File: src/hdl/velocity_source_fusion_ema_assert.svh
// Assertion macros for the velocity source fusion block.
`ifndef VELOCITY_SOURCE_FUSION_EMA_ASSERT_SVH
`define VELOCITY_SOURCE_FUSION_EMA_ASSERT_SVH

// implication checked on every clock while out of reset
`define VSF_ASSERT_IMPL(lbl, ante, cons) \
    lbl: assert property (@(posedge clk) disable iff (!rst_n) (ante) |-> (cons)) \
        else $error("vsf assertion failed");

// condition that must never hold out of reset
`define VSF_ASSERT_NEVER(lbl, cond) \
    lbl: assert property (@(posedge clk) disable iff (!rst_n) !(cond)) \
        else $error("vsf assertion failed");

`endif

File: src/hdl/vsf_pkg.sv
// Types, constants and helper functions for the velocity source fusion block.
package vsf_pkg;

    localparam logic [1:0] FUNC_IMU  = 2'd0;
    localparam logic [1:0] FUNC_POSE = 2'd1;
    localparam logic [1:0] FUNC_TICK = 2'd2;

    localparam logic [1:0] SRC_IMU  = 2'd0;
    localparam logic [1:0] SRC_POSE = 2'd1;
    localparam logic [1:0] SRC_NONE = 2'd2;

    localparam int CFG_INDEX_W = 3;
    localparam logic [CFG_INDEX_W-1:0] CFG_IMU_TIMEOUT  = 3'd0;
    localparam logic [CFG_INDEX_W-1:0] CFG_POSE_TIMEOUT = 3'd1;
    localparam logic [CFG_INDEX_W-1:0] CFG_ALPHA        = 3'd2;
    localparam logic [CFG_INDEX_W-1:0] CFG_MIN_INTERVAL = 3'd3;
    localparam logic [CFG_INDEX_W-1:0] CFG_SPEED_LIMIT  = 3'd4;

    localparam logic [31:0] RST_IMU_TIMEOUT  = 32'd500000;
    localparam logic [31:0] RST_POSE_TIMEOUT = 32'd500000;
    localparam logic [16:0] RST_ALPHA        = 17'd45875;
    localparam logic [31:0] RST_MIN_INTERVAL = 32'd1000;
    localparam logic [30:0] RST_SPEED_LIMIT  = 31'd655360;

    localparam logic [16:0] ALPHA_ONE     = 17'd65536;
    localparam logic [23:0] KINV_Q24      = 24'd10188014;
    localparam logic [19:0] USEC_PER_SEC  = 20'd1000000;
    localparam int          DIV_BITS      = 53;
    localparam int          QUAT_PRODUCTS = 8;
    localparam int          QUEUE_DEPTH   = 4;
    localparam int          QPTR_W        = $clog2(QUEUE_DEPTH);

    localparam logic signed [63:0] S32_MAX = 64'sd2147483647;
    localparam logic signed [63:0] S32_MIN = -64'sd2147483648;

    typedef struct packed {
        logic [1:0]         func;
        logic [31:0]        now_time;
        logic [31:0]        sample_stamp;
        logic signed [31:0] value_x;
        logic signed [31:0] value_y;
        logic signed [15:0] quat_x;
        logic signed [15:0] quat_y;
        logic signed [15:0] quat_z;
        logic signed [15:0] quat_w;
    } in_req_t;

    typedef struct packed {
        logic signed [31:0] est_vel_x;
        logic signed [31:0] est_vel_y;
        logic [1:0]         source_used;
        logic               sensors_healthy;
        logic signed [31:0] pose_out_x;
        logic signed [31:0] pose_out_y;
    } out_res_t;

    typedef struct packed {
        logic [31:0] imu_timeout_us;
        logic [31:0] pose_timeout_us;
        logic [16:0] filter_alpha;
        logic [31:0] min_interval_us;
        logic [30:0] speed_limit;
    } cfg_t;

    typedef enum logic [1:0] {
        OP_IMU,
        OP_POSE,
        OP_TICK
    } op_t;

    typedef struct packed {
        op_t     op;
        in_req_t req;
    } queue_t;

    typedef enum logic [3:0] {
        B_IDLE,
        B_POSE_DIV,
        B_POSE_CHECK,
        B_POSE_SCALE_X,
        B_POSE_SCALE_Y,
        B_POSE_CORDIC,
        B_POSE_ROUND,
        B_TICK_SEL,
        B_TICK_M0,
        B_TICK_M1,
        B_TICK_M2,
        B_TICK_M3,
        B_TICK_M4,
        B_TICK_OUT
    } back_state_t;

    function automatic logic signed [31:0] sat32(input logic signed [63:0] v);
        logic signed [31:0] r;
        if (v > S32_MAX)
            r = 32'sh7fffffff;
        else if (v < S32_MIN)
            r = 32'sh80000000;
        else
            r = v[31:0];
        return r;
    endfunction

    function automatic logic signed [31:0] sat_mag(input logic [DIV_BITS-1:0] q,
                                                   input logic neg);
        logic signed [31:0] r;
        logic [DIV_BITS-1:0] lim;
        lim = DIV_BITS'(32'h80000000);
        if (!neg)
            r = (q >= lim) ? 32'sh7fffffff : $signed(q[31:0]);
        else
            r = (q >= lim) ? 32'sh80000000 : -$signed(q[31:0]);
        return r;
    endfunction

endpackage

File: src/hdl/vsf_front.sv
// Front end: accepts requests, classifies them and queues them for the back end.
module vsf_front import vsf_pkg::*; (
    input  logic    clk,
    input  logic    rst_n,
    input  logic    in_valid,
    output logic    in_ready,
    input  in_req_t in_data,
    output logic    q_valid,
    output queue_t  q_item,
    input  logic    q_pop
);

    queue_t            mem_reg [QUEUE_DEPTH];
    logic [QPTR_W-1:0] wr_ptr_reg;
    logic [QPTR_W-1:0] rd_ptr_reg;
    logic [QPTR_W:0]   count_reg;
    logic              push;
    logic              known;
    op_t               op;

    always_comb
    begin
        known = 1'b1;
        op    = OP_TICK;
        case (in_data.func)
            FUNC_IMU:  op = OP_IMU;
            FUNC_POSE: op = OP_POSE;
            FUNC_TICK: op = OP_TICK;
            default:   known = 1'b0;
        endcase
    end

    assign in_ready = (count_reg != (QPTR_W+1)'(QUEUE_DEPTH));
    assign push     = in_valid && in_ready && known;
    assign q_valid  = (count_reg != '0);
    assign q_item   = mem_reg[rd_ptr_reg];

    always_ff @(posedge clk or negedge rst_n)
    begin
        if (!rst_n)
        begin
            wr_ptr_reg <= '0;
            rd_ptr_reg <= '0;
            count_reg  <= '0;
        end
        else
        begin
            if (push)
                wr_ptr_reg <= wr_ptr_reg + 1'b1;
            if (q_pop)
                rd_ptr_reg <= rd_ptr_reg + 1'b1;
            if (push && !q_pop)
                count_reg <= count_reg + 1'b1;
            else if (!push && q_pop)
                count_reg <= count_reg - 1'b1;
        end
    end

    always_ff @(posedge clk)
    begin
        if (push)
            mem_reg[wr_ptr_reg] <= '{op: op, req: in_data};
    end

endmodule

File: config.mk
export PLATFORM = sky130hd
export DESIGN_NAME = vsf_front
export DESIGN_NICKNAME = d
export VERILOG_FILES = /design/src/hdl/velocity_source_fusion_ema_assert.svh /design/src/hdl/vsf_pkg.sv /design/src/hdl/vsf_front.sv
export SDC_FILE = /design/constraint.sdc
export NUM_CORES = 1
export LEC_CHECK = 0
export ABC_AREA = 1
export BUFFER_PORTS_ARGS = -buffer_cell sky130_fd_sc_hd__clkbuf_2
export CAP_MARGIN = 40
export CORE_ASPECT_RATIO = 1.2
export CORE_UTILIZATION = 38
export DETAILED_ROUTE_END_ITERATION = 12
export SKIP_CTS_REPAIR_TIMING = 1
export SYNTH_ARGS = -nofsm -noshare
export SYNTH_HDL_FRONTEND = slang
export SYNTH_SLANG_ARGS = --single-unit
File: constraint.sdc
create_clock -name clk -period 23.4 [get_ports clk]
set_input_delay 1.17 -clock clk [delete_from_list [all_inputs] [get_ports clk]]
set_output_delay 1.17 -clock clk [all_outputs]
set_load 0.03 [all_outputs]
==> impl_results.md <==
* Outcome: completed
* Syn nets at ~2,500
* Beginning of the critical path: rd_ptr_reg[1]$_DFFE_PN0P_
* Num CTS Buffers at slightly above 80
* Cell area after synthesis at between 30,000 and 40,000 um2
* Core Area at between 80,000 and 90,000 um2
* Clock period minus worst slack at 4.94 ns
* Pre-CTS setup slack at around 19 ns
* Peak VDD IR at between 0.1 and 0.15 mV
* WL per Instance at between 15 and 20 um
* 1st-iter DRT viols at 1,171
* LEAKAGE at around 15 nW
* Synthesized flop and latch total at 791
* Cell Rows at between 100 and 150
* Fillers at slightly above 7,000
* Syn avg cell area at approximately 13 um2
* GRT overflow at 0
* Crit share post-route at 21.1%
* Power Dens Cells at approximately 130 nW/um2
* RSZ-0062 raised after global routing: false
* First-pass GRT wire length at 99,600 um
* Peak Freq at ~200 MHz
* Path type of the worst setup path: flip-flop to primary output
* Hold Violations, Final at 0
* Fraction of layout cells with a size suffix above 1 at between 10% and 20%
* I/O Buffers at a little under 400
* Fin util at between 40% and 50%
* Most common cell after layout, fill and taps aside: edfxtp_1
* Worst hold slack at 0.374 ns
* Vias in the first global route at 18,000
* # IOs at 396
* Class of the worst hold path: input port to async pin
* Number of flip-flops in the largest register at just under 800
* RR Endpoint: mem_reg[1][117]$_DFFE_PP_
* DR DRC count at 0
* Clk Latency, worst-skew pair at 0.63 ns
* Nets at slightly below 3,000
* Pin count of the biggest net entering global routing at roughly 220
* Post-Route WL at 65,000 um
* Crit path capture: q_item[98]
* Full die area at 82,900 um2
* R2R Path Start: count_reg[0]$_DFFE_PN0P_
* Clock slew at reported path FFs at 0.06 ns
* Setup TNS at 0 ns
* CP Data Arrival Time at between 3 and 4 ns
* Root Buffer: clkbuf_16
* GPL Wtd Cong at 0.738
* Commonest cells after routing, fill and taps aside: edfxtp_1, inv_1, nand2_1, clkbuf_2
* Max Slew Vio Count at 0
* Clock sinks at just under 800
* Max Cap Viol at 0
* CP max FO at between 200 and 250
* Pre-antenna DRT Iters at 7
* Reg-to-reg slack, setup at 20.46 ns
* Detailed-placement wirelength estimate at approximately 39,000 um
* Synth warn at 0
* Cell variety after synth at 19
* Vert. Die Dim at around 320 um
* Syn-to-layout area delta at 18.3%
* Cells after Synth at around 2,300
* CP Launch Type: flip-flop
* Clock Path Buffers at 3
* Post-route ant nets at 0
* Critical Path RT at 22.23 ns
* Reg2reg path depth at 6
* Vias at 18,500
* Fin worst setup slack at between 15 and 20 ns
* Total track usage at 15.4%
* Final setup fails at 0
* Initial antenna violation count at 9
* Critical Path End Type: primary output
* Slew HR at under 10%
* CTS tree: yes
* Sequential fraction of the synthesis area at 76.3%
* Die Wd at about 260 um
* CTS H-tree depth at 3
* Layout Skew at between 0.01 and 0.015 ns
* Via density at roughly 4.8
* Starting density of the core at between 30% and 40%
* Worst-margin pin slew at around 1.4 ns
==> cell families (layout without fill, tap and decap cells) <==
group / count (synthesis) / in the layout / synth area share [%]
flip-flops: 791 / 791 / 76.3
AND/OR/NAND/NOR: 414 / 414 / 5.03
other: 0 / 3 / 0
AO/OA/AOI/OAI: 590 / 590 / 11.1
XOR/XNOR: 3 / 3 / 0.0845
adder cells (fa/ha/maj): 6 / 6 / 0.266
buffers and inverters: 540 / 986 / 7.24
==> cell type report <==
class                           instances  area (um2)  share of cell area [%]
Sequential cell                       791       23700                    64.5
Multi-Input combinational cell       1013        5140                    14.0
Timing Repair Buffer                  430        2500                    6.80
Clock buffer                          105        2160                    5.87
Inverter                              408        1530                    4.16
Tap cell                             1044        1310                    3.55
Clock inverter                         43         399                    1.09
Antenna cell                            3        7.51                  0.0204
==> critical path, cell delays in order (launching register included) <==
cell	delay, ns
dfrtp_4	0.75
buf_4	0.68
buf_12	0.52
o211ai_1	0.19
nand2_1	0.19
clkbuf_2	0.23
==> per-stage QoR <==
stage / area (um2) / instances / power, mW
floorplan: 31100 / 2344 / 3.27
global placement: 33900 / 3673 / 3.69
detailed placement: 34200 / 3686 / 3.78
CTS: 36800 / 3834 / 5.03
global route: 36800 / 3835 / 5.23
finish: 36800 / 3837 / 4.96
==> Yosys cell counts <==
| cell | count | area share (%) |
|---|---|---|
| a21oi_1 | 197 | 3.2 |
| buf_1 | 1 | 0.012 |
| buf_2 | 100 | 1.6 |
| buf_4 | 4 | 0.097 |
| buf_6 | 11 | 0.40 |
| clkbuf_1 | 16 | 0.19 |
| dfrtp_1 | 7 | 0.56 |
| edfxtp_1 | 784 | 76 |
| fa_1 | 1 | 0.064 |
| ha_1 | 5 | 0.20 |
| inv_1 | 408 | 4.9 |
| nand2_1 | 403 | 4.9 |
| nand3_1 | 5 | 0.080 |
| nand4_1 | 1 | 0.020 |
| nor2_1 | 5 | 0.060 |
| o211ai_1 | 196 | 4.7 |
| o21ai_0 | 197 | 3.2 |
| xnor2_1 | 2 | 0.056 |
| xor2_1 | 1 | 0.028 |
==> worst min-delay path by stage <==
stage                                   from                   endpoint  slack (ns)  cells past startpoint
floorplan           count_reg[2]$_DFFE_PN0P_   count_reg[2]$_DFFE_PN0P_        0.46                      2
global placement    count_reg[2]$_DFFE_PN0P_   count_reg[2]$_DFFE_PN0P_        0.48                      2
detailed placement  count_reg[2]$_DFFE_PN0P_   count_reg[2]$_DFFE_PN0P_        0.50                      2
CTS                                    rst_n  rd_ptr_reg[1]$_DFFE_PN0P_        0.33                      1
global route                           rst_n  rd_ptr_reg[1]$_DFFE_PN0P_        0.36                      1
finish                                 rst_n   count_reg[2]$_DFFE_PN0P_        0.37                      1
==> routing by layer <==
| metal | vias to the layer above | routed length (um) | global-route usage [%] |
|---|---|---|---|
| li1 | 8950 | - | - |
| met1 | 8912 | 25900 | 18.2 |
| met2 | 483 | 32300 | 26.6 |
| met3 | 128 | 4870 | 4.56 |
| met4 | 14 | 1790 | 5.85 |
| met5 | - | 90 | 0 |
==> power breakdown <==
part | internal [mW] | total, mW | switching (mW)
Combinational | 0.482 | 1.86 | 1.37
Sequential | 1.79 | 1.86 | 0.0737
Clock | 0.720 | 1.24 | 0.520
No activity file was read; power rests on OpenSTA's default activity.
